**config.mk**
```make
export PLATFORM = sky130hd
export DESIGN_NAME = ultrasonic_obstacle_avoider
export DESIGN_NICKNAME = d
export VERILOG_FILES = /design/src/sv/uoa_pkg.sv /design/src/sv/ultrasonic_obstacle_avoider.sv /design/src/sv/uoa_dist_filter.sv /design/src/sv/uoa_step_ctrl.sv
export SDC_FILE = /design/constraint.sdc
export NUM_CORES = 1
export LEC_CHECK = 0
export ABC_AREA = 1
export BUFFER_PORTS_ARGS = -buffer_cell sky130_fd_sc_hd__buf_2
export CAP_MARGIN = 5
export CORE_UTILIZATION = 56
export DETAILED_ROUTE_END_ITERATION = 10
export PLACE_DENSITY = 0.81
export SLEW_MARGIN = 20
export SYNTH_ARGS = -nofsm -noshare
export SYNTH_HDL_FRONTEND = slang
export SYNTH_SLANG_ARGS = --single-unit
```
**constraint.sdc**
```tcl
create_clock -name clock -period 34.6 [get_ports clock]
set_input_delay 6.92 -clock clock [delete_from_list [all_inputs] [get_ports clock]]
set_output_delay 6.92 -clock clock [all_outputs]
set_load 0.02 [all_outputs]
```
**src/sv/uoa_pkg.sv**
```systemverilog
// Shared types and constants of the ultrasonic obstacle avoider.
package uoa_pkg;

   // Step codes
   localparam logic [2:0] STEP_FWD     = 3'd0;
   localparam logic [2:0] STEP_RIGHT   = 3'd1;
   localparam logic [2:0] STEP_LEFT    = 3'd2;
   localparam logic [2:0] STEP_REVERSE = 3'd3;
   localparam logic [2:0] STEP_TURN    = 3'd4;
   localparam logic [2:0] STEP_SETTLE  = 3'd5;

   // Register indexes
   localparam logic [2:0] CSR_OBSTACLE_LIMIT = 3'd0;
   localparam logic [2:0] CSR_SCAN_DWELL_MS  = 3'd1;
   localparam logic [2:0] CSR_REVERSE_MS     = 3'd2;
   localparam logic [2:0] CSR_CRUISE_SPEED   = 3'd3;
   localparam logic [2:0] CSR_TURN_SPEED     = 3'd4;

   // Register reset values
   localparam logic [15:0] OBSTACLE_LIMIT_RST = 16'd480;
   localparam logic [15:0] SCAN_DWELL_MS_RST  = 16'd300;
   localparam logic [15:0] REVERSE_MS_RST     = 16'd1000;
   localparam logic [6:0]  CRUISE_SPEED_RST   = 7'd15;
   localparam logic [6:0]  TURN_SPEED_RST     = 7'd20;

   // Servo angles in degrees
   localparam logic [7:0] ANGLE_AHEAD = 8'd90;
   localparam logic [7:0] ANGLE_RIGHT = 8'd70;
   localparam logic [7:0] ANGLE_LEFT  = 8'd110;

   // Distance thresholds in 1/16 cm
   localparam logic signed [16:0] JUMP_HIGH   = 17'sd1600;
   localparam logic signed [16:0] JUMP_LOW    = 17'sd640;
   localparam logic signed [16:0] JUMP_FORCE  = 17'sd160;
   localparam logic signed [16:0] DIST_RST    = -17'sd16;

   // Divide by ten: q = (x * DIV10_MUL) >> DIV10_SHIFT, exact for x < 2^22
   localparam int             DIV10_SHIFT = 23;
   localparam logic [19:0]    DIV10_MUL   = 20'd838861;

   typedef struct packed {
      logic [15:0] obstacle_limit;
      logic [15:0] scan_dwell_ms;
      logic [15:0] reverse_ms;
      logic [6:0]  cruise_speed;
      logic [6:0]  turn_speed;
   } cfg_type;

   typedef struct packed {
      logic        motor_valid;
      logic [7:0]  left_speed;
      logic [7:0]  right_speed;
      logic        servo_valid;
      logic [7:0]  servo_angle;
      logic [2:0]  step_now;
   } rsp_type;

endpackage

```
**src/sv/ultrasonic_obstacle_avoider.sv**
```systemverilog
// Top level of the ultrasonic obstacle avoider: registers, handshakes and state.
//
//  channel   direction  tdata (low bit up)                        tuser
//  req_      in         time_ms[31:0], sample_dist[47:32]         restart
//  rsp_      out        motor_valid, left_speed, right_speed,     -
//                       servo_valid, servo_angle, step_now, pad
//  csr_      in         csr_wr_en / csr_index / csr_wdata         -
//
// One item per clock cycle sustained while rsp_ is not stalled; rsp_ valid is registered
// from the req_ item: it goes from the input register through filter and sequencer into the
// result register, and the step, timer and filter state update on the same edge.
// Reset (synchronous, active high) restores the registers and the filter state.
// A stalled rsp_ side holds the result; req_ takes one more item, then stalls.
module ultrasonic_obstacle_avoider (
   input  logic        clock,
   input  logic        reset,
   // time_ms[31:0], sample_dist[47:32]
   input  logic [47:0] req_tdata,
   // restart
   input  logic        req_tuser,
   input  logic        req_tvalid,
   output logic        req_tready,
   // motor_valid[0], left_speed[8:1], right_speed[16:9], servo_valid[17],
   // servo_angle[25:18], step_now[28:26], zero pad[31:29]
   output logic [31:0] rsp_tdata,
   output logic        rsp_tvalid,
   input  logic        rsp_tready,
   input  logic        csr_wr_en,
   input  logic [2:0]  csr_index,
   input  logic [15:0] csr_wdata
);

   uoa_pkg::cfg_type   cfg_ff;
   logic               in_valid_ff;
   logic [31:0]        in_time_ff;
   logic [15:0]        in_sample_ff;
   logic               in_restart_ff;
   logic               out_valid_ff;
   uoa_pkg::rsp_type   out_ff;
   logic [2:0]         step_ff;
   logic [2:0]         prev_step_ff;
   logic [31:0]        mark_ff;
   logic signed [16:0] filt_ff;
   logic signed [16:0] last_ff;

   logic               out_ready;
   logic               fire;
   logic               reseed;
   logic [31:0]        mark_start;
   logic signed [16:0] filt_in;
   logic signed [16:0] last_in;
   logic [2:0]         step_in;
   logic [31:0]        mark_in;
   uoa_pkg::rsp_type   rsp_in;

   // Handshake: the result register frees when taken, the input register when fired
   assign out_ready  = !out_valid_ff || rsp_tready;
   assign fire       = in_valid_ff && out_ready;
   assign req_tready = !in_valid_ff || out_ready;

   // Write configuration registers
   always_ff @(posedge clock) begin
      if (reset) begin
         cfg_ff.obstacle_limit <= uoa_pkg::OBSTACLE_LIMIT_RST;
         cfg_ff.scan_dwell_ms  <= uoa_pkg::SCAN_DWELL_MS_RST;
         cfg_ff.reverse_ms     <= uoa_pkg::REVERSE_MS_RST;
         cfg_ff.cruise_speed   <= uoa_pkg::CRUISE_SPEED_RST;
         cfg_ff.turn_speed     <= uoa_pkg::TURN_SPEED_RST;
      end else if (csr_wr_en) begin
         case (csr_index)
            uoa_pkg::CSR_OBSTACLE_LIMIT: cfg_ff.obstacle_limit <= csr_wdata;
            uoa_pkg::CSR_SCAN_DWELL_MS:  cfg_ff.scan_dwell_ms  <= csr_wdata;
            uoa_pkg::CSR_REVERSE_MS:     cfg_ff.reverse_ms     <= csr_wdata;
            uoa_pkg::CSR_CRUISE_SPEED:   cfg_ff.cruise_speed   <= csr_wdata[6:0];
            uoa_pkg::CSR_TURN_SPEED:     cfg_ff.turn_speed     <= csr_wdata[6:0];
            default: begin
            end
         endcase
      end
   end

   // Capture the input item
   always_ff @(posedge clock) begin
      if (reset) begin
         in_valid_ff <= 1'b0;
      end else if (req_tready) begin
         in_valid_ff <= req_tvalid;
      end
   end

   always_ff @(posedge clock) begin
      if (req_tready && req_tvalid) begin
         in_time_ff    <= req_tdata[31:0];
         in_sample_ff  <= req_tdata[47:32];
         in_restart_ff <= req_tuser;
      end
   end

   // Restart marks the timer; a restart or a step change reseeds the filter
   always_comb begin
      mark_start = in_restart_ff ? in_time_ff : mark_ff;
      reseed     = in_restart_ff || (prev_step_ff != step_ff);
   end

   uoa_dist_filter u_filter (
      .reseed      (reseed),
      .sample_dist (in_sample_ff),
      .filt_cur    (filt_ff),
      .last_cur    (last_ff),
      .filt_new    (filt_in),
      .last_new    (last_in)
   );

   uoa_step_ctrl u_step (
      .cfg       (cfg_ff),
      .step_cur  (step_ff),
      .mark_cur  (mark_start),
      .time_ms   (in_time_ff),
      .filt_dist (filt_in),
      .step_new  (step_in),
      .mark_new  (mark_in),
      .rsp       (rsp_in)
   );

   // Advance state on each fired item
   always_ff @(posedge clock) begin
      if (reset) begin
         step_ff      <= uoa_pkg::STEP_FWD;
         prev_step_ff <= uoa_pkg::STEP_FWD;
         mark_ff      <= 32'd0;
         filt_ff      <= uoa_pkg::DIST_RST;
         last_ff      <= uoa_pkg::DIST_RST;
      end else if (fire) begin
         step_ff      <= step_in;
         prev_step_ff <= step_ff;
         mark_ff      <= mark_in;
         filt_ff      <= filt_in;
         last_ff      <= last_in;
      end
   end

   // Hold the result until taken
   always_ff @(posedge clock) begin
      if (reset) begin
         out_valid_ff <= 1'b0;
      end else if (out_ready) begin
         out_valid_ff <= in_valid_ff;
      end
   end

   always_ff @(posedge clock) begin
      if (fire) begin
         out_ff <= rsp_in;
      end
   end

   assign rsp_tvalid = out_valid_ff;
   assign rsp_tdata  = {3'd0, out_ff.step_now, out_ff.servo_angle, out_ff.servo_valid,
                        out_ff.right_speed, out_ff.left_speed, out_ff.motor_valid};

endmodule

```
**src/sv/uoa_dist_filter.sv**
```systemverilog
// Distance filter: reseed, jump clamp and (3*old + 7*sample)/10 update.
module uoa_dist_filter (
   input  logic               reseed,
   input  logic [15:0]        sample_dist,
   input  logic signed [16:0] filt_cur,
   input  logic signed [16:0] last_cur,
   output logic signed [16:0] filt_new,
   output logic signed [16:0] last_new
);

   logic signed [16:0] smp;
   logic signed [16:0] old;
   logic signed [20:0] sum;
   logic               sum_neg;
   logic [19:0]        mag;
   logic [39:0]        prod;
   logic [16:0]        quot;
   logic signed [16:0] avg;

   // Pick the starting value, reseeded with the raw sample on a restart or a new step
   always_comb begin
      smp = {1'b0, sample_dist};
      old = reseed ? smp : filt_cur;
   end

   // Weighted sum and truncating divide by ten on the magnitude
   always_comb begin
      sum     = 21'(3 * 21'(old)) + 21'(7 * 21'(smp));
      sum_neg = sum[20];
      mag     = sum_neg ? 20'(-sum) : sum[19:0];
      prod    = 40'(mag) * 40'(uoa_pkg::DIV10_MUL);
      quot    = prod[uoa_pkg::DIV10_SHIFT +: 17];
      avg     = sum_neg ? -$signed(quot) : $signed(quot);
   end

   // Update on a changed sample; clamp a sudden far jump after a near reading
   always_comb begin
      filt_new = old;
      last_new = last_cur;
      if (last_cur != smp) begin
         if (smp > uoa_pkg::JUMP_HIGH && last_cur < uoa_pkg::JUMP_LOW) begin
            filt_new = uoa_pkg::JUMP_FORCE;
         end else begin
            filt_new = avg;
            last_new = smp;
         end
      end
   end

endmodule

```
**src/sv/uoa_step_ctrl.sv**
```systemverilog
// Step sequencer: dwell timing, next step and motor and servo commands.
module uoa_step_ctrl (
   input  uoa_pkg::cfg_type    cfg,
   input  logic [2:0]          step_cur,
   input  logic [31:0]         mark_cur,
   input  logic [31:0]         time_ms,
   input  logic signed [16:0]  filt_dist,
   output logic [2:0]          step_new,
   output logic [31:0]         mark_new,
   output uoa_pkg::rsp_type    rsp
);

   logic        obstacle;
   logic [31:0] elapsed;
   logic        scan_done;
   logic        rev_done;
   logic [7:0]  cr;
   logic [7:0]  tr;

   // Obstacle test and wrapping dwell timers
   always_comb begin
      obstacle  = filt_dist < $signed({1'b0, cfg.obstacle_limit});
      elapsed   = time_ms - mark_cur;
      scan_done = elapsed > {16'd0, cfg.scan_dwell_ms};
      rev_done  = elapsed > {16'd0, cfg.reverse_ms};
      cr        = {1'b0, cfg.cruise_speed};
      tr        = {1'b0, cfg.turn_speed};
   end

   // Decide the step and the commands
   always_comb begin
      step_new        = step_cur;
      mark_new        = mark_cur;
      rsp.motor_valid = 1'b0;
      rsp.left_speed  = 8'd0;
      rsp.right_speed = 8'd0;
      rsp.servo_valid = 1'b0;
      rsp.servo_angle = 8'd0;
      case (step_cur)
         uoa_pkg::STEP_FWD: begin
            rsp.servo_valid = 1'b1;
            rsp.servo_angle = uoa_pkg::ANGLE_AHEAD;
            if (scan_done) begin
               rsp.motor_valid = 1'b1;
               if (obstacle) begin
                  step_new = uoa_pkg::STEP_RIGHT;
                  mark_new = time_ms;
               end else begin
                  rsp.left_speed  = cr;
                  rsp.right_speed = cr;
               end
            end
         end
         uoa_pkg::STEP_RIGHT: begin
            rsp.servo_valid = 1'b1;
            rsp.servo_angle = uoa_pkg::ANGLE_RIGHT;
            if (scan_done) begin
               if (obstacle) begin
                  step_new = uoa_pkg::STEP_LEFT;
                  mark_new = time_ms;
               end else begin
                  rsp.motor_valid = 1'b1;
                  rsp.left_speed  = tr;
                  rsp.right_speed = 8'(-tr);
                  step_new        = uoa_pkg::STEP_SETTLE;
               end
            end
         end
         uoa_pkg::STEP_LEFT: begin
            rsp.servo_valid = 1'b1;
            rsp.servo_angle = uoa_pkg::ANGLE_LEFT;
            if (scan_done) begin
               if (obstacle) begin
                  step_new = uoa_pkg::STEP_REVERSE;
                  mark_new = time_ms;
               end else begin
                  rsp.motor_valid = 1'b1;
                  rsp.left_speed  = 8'(-tr);
                  rsp.right_speed = tr;
                  step_new        = uoa_pkg::STEP_SETTLE;
               end
            end
         end
         uoa_pkg::STEP_REVERSE: begin
            rsp.servo_valid = 1'b1;
            rsp.servo_angle = uoa_pkg::ANGLE_AHEAD;
            rsp.motor_valid = 1'b1;
            rsp.left_speed  = 8'(-cr);
            rsp.right_speed = 8'(-cr);
            if (rev_done) begin
               step_new = uoa_pkg::STEP_TURN;
               mark_new = time_ms;
            end
         end
         uoa_pkg::STEP_TURN: begin
            rsp.motor_valid = 1'b1;
            rsp.left_speed  = tr;
            rsp.right_speed = 8'(-tr);
            step_new        = uoa_pkg::STEP_SETTLE;
         end
         uoa_pkg::STEP_SETTLE: begin
            if (scan_done) begin
               step_new = uoa_pkg::STEP_FWD;
               mark_new = time_ms;
            end
         end
         default: begin
            step_new = step_cur;
         end
      endcase
      rsp.step_now = step_new;
   end

endmodule

```
==> impl_metrics.tcl <==
set metrics [dict create \
    critPathMostFrequentCell "nand2_1" \
    yosys_register_bits 209 \
    cts_root_buf "clkbuf_16" \
    path_max_fanout 36 \
    cts_sinks 209 \
    grt_use_total_pct 30.27 \
    setup_tns_ns 0 \
    die_w_um 213.7 \
    pin_count 107 \
    grt_pass1_wl_um 109600 \
    setup_slack_ns 19.09 \
    drv_cap 0 \
    rsz0062_at_grt "false" \
    fillers 3961 \
    syn_avg_cell_area_um2 7.465 \
    synth-async-reset-ratio_pct 0 \
    drv_slew 0 \
    wl_per_cell_um 16.89 \
    setup_viol 0 \
    min_path_type "reg2reg" \
    clk_latency_ns 0.57 \
    placementRows 77 \
    fmax_mhz 64.48 \
    grt_pass1_vias 21070 \
    hpwl_um 53490 \
    finalCriticalPeriod_ns 15.51 \
    vias_per_cell 5.636 \
    start_kind "flip-flop" \
    skew_ns 0.02261 \
    ctsResizeCount 0 \
    required_ns 35.08 \
    yosysMostFrequentCell "nand2_1" \
    dr.first_iter.drc_count 2209 \
    layout-area-overhead-vs-synth_pct 7.141 \
    cp.arrival_ns 15.99 \
    crit_path_top_delay_cell "fa_1" \
    nets 3997 \
    synth-edff-count 73 \
    synth_cell_types 69 \
    clockBufferDepth 3 \
    final_antenna_net_count 0 \
    synth_area_leader_cell "ha_1" \
    drive_gt1_share_pct 6.684 \
    core_region_area_um2 44220 \
    gp_congestion 0.9976 \
    start_util_pct 56.74 \
    synth_area_leaders "ha_1, fa_1, dfxtp_1" \
    cp_slowest_stage_delay_ns 0.56 \
    antennaDiodeCount 0 \
    port_buffers 101 \
    holdBufCountCts 0 \
    worst_slew_pin_slew_ns 0.9429 \
    chipHeight_um 213.7 \
    drc 0 \
    num_vias 22650 \
    postCtsSetupBuffers 0 \
    drt-total-wl_um 67860 \
    status "completed" \
    pre_cts_ws_ns 19.32 \
    final.period_utilization_pct 44.82 \
    worstSetupPathType "reg2reg" \
    crit_path_end_kind "flip-flop" \
    synth_ff_type "dfxtp_1" \
    h-tree-depth 1 \
    hold_violations 0 \
    slew_headroom_pct 37.14 \
    netlist_area_um2 25090 \
    cts_tree "done" \
    drtPass1Iterations 6 \
    grt_antenna_before_repair 0 \
    cts_buffers 25 \
    synth_common_cells "nand2_1, inv_1, ha_1" \
    synthCells 3361 \
    grt_remaining_overflow 0 \
    dieArea_um2 45650 \
    synth.top_cell.area_share_pct 17.20 \
    yosysSeqAreaShare_pct 19.59 \
    grt_max_degree 75 \
    clkTransAtPathRegs_ns 0.07 \
    synth-warning-count 0 \
]
==> metrics by stage <==
stage          cells  hold slack [ns]  area [um^2]  util, %
2_1_floorplan   3365           0.4352        25110        -
3_3_place_gp    3972           0.4492        26060    58.93
3_5_place_dp    3972           0.4539        26060    58.93
4_1_cts         4018           0.4626        26880    60.79
5_1_grt         4018           0.4805        26880    60.79
6_report        4018           0.4606        26880    60.79
==> routing by layer <==
layer | up-vias | part of all wire (%) | wire (um) | track usage, %
met4 | 0 | 3.0 | 2039 | 8.966
li1 | 11060 | - | - | -
met3 | 120 | 8.2 | 5576 | 3.822
met1 | 10500 | 44 | 30160 | 43.37
met2 | 964 | 44 | 30080 | 47.65
met5 | - | 0 | 0 | 0
==> cell type report <==
type | count | area (um^2) | share of cell area [%]
well taps | 592 | 740.7 | 2.755
flip-flops and latches | 209 | 4915 | 18.28
clock buffers | 34 | 714.4 | 2.658
clock inverters | 12 | 107.6 | 0.4003
inverters | 589 | 2212 | 8.229
multi-input cells | 2463 | 17550 | 65.29
repair buffers | 119 | 640.6 | 2.383
==> sequential cells by signal, summed over array words and instances (netlist names) <==
signal / flops
cfg_ff: 62
prev_step_ff: 3
in_restart_ff: 1
in_time_ff: 32
rsp_tvalid: 1
last_ff: 17
rsp_tdata: 24
in_valid_ff: 1
filt_ff: 17
step_ff: 3
in_sample_ff: 16
mark_ff: 32
==> worst max-delay path: cells and delay by family, from the launching register on <==
family / cells / cell delay [ns]
flip-flops: 1 / 0.51
AO/OA/AOI/OAI: 19 / 3.05
adder cells (fa/ha/maj): 14 / 5.78
XOR/XNOR: 3 / 1.13
buffers and inverters: 7 / 0.63
AND/OR/NAND/NOR: 31 / 4.29
==> kinds of logic after synthesis <==
group | synth area share [%]
and+or+nand+nor | 20.29
buffers and inverters | 10.68
AOI/OAI and AO/OA | 14.43
adders and majority gates | 30.93
DFF | 19.59
xor gates and xnor gates | 4.034
other | 0.01495
muxes | 0.04488
==> placed cells by master, fill, tap and decap left out, types with 11 or more instances in the layout <==
cell,synthesis,layout
o21bai_1,13,13
xor2_1,83,83
o21a_1,13,13
dfxtp_1,136,136
nor4_1,13,12
nand2_2,13,13
fa_1,172,172
edfxtp_1,73,73
xnor2_1,27,27
nand4_1,29,29
buf_2,20,101
clkbuf_16,0,26
nor3_1,31,30
o21ai_1,54,54
inv_1,576,575
ha_1,345,345
o211ai_1,62,62
nand2_1,676,675
buf_4,8,18
nor2_1,196,195
nand3_1,190,190
a31oi_1,12,12
o21ai_0,135,135
inv_2,10,11
a21oi_1,295,292
==> worst paths after layout <==
kind	startpoint	to	slack (ns)	cells past startpoint
worst max-delay path	in_sample_ff[2]$_DFFE_PP_	mark_ff[20]$_SDFFE_PP0P_	19.09	74
worst min-delay path	cfg_ff[28]$_SDFFE_PP0P_	cfg_ff[28]$_SDFFE_PP0P_	0.46	2
worst max register to register	in_sample_ff[2]$_DFFE_PP_	mark_ff[20]$_SDFFE_PP0P_	19.09	74
worst min register to register	cfg_ff[28]$_SDFFE_PP0P_	cfg_ff[28]$_SDFFE_PP0P_	0.46	2
Power is left out: the tool's default activity adds up to more than one toggle a clock period on the data nets, which glitch-free logic cannot reach.
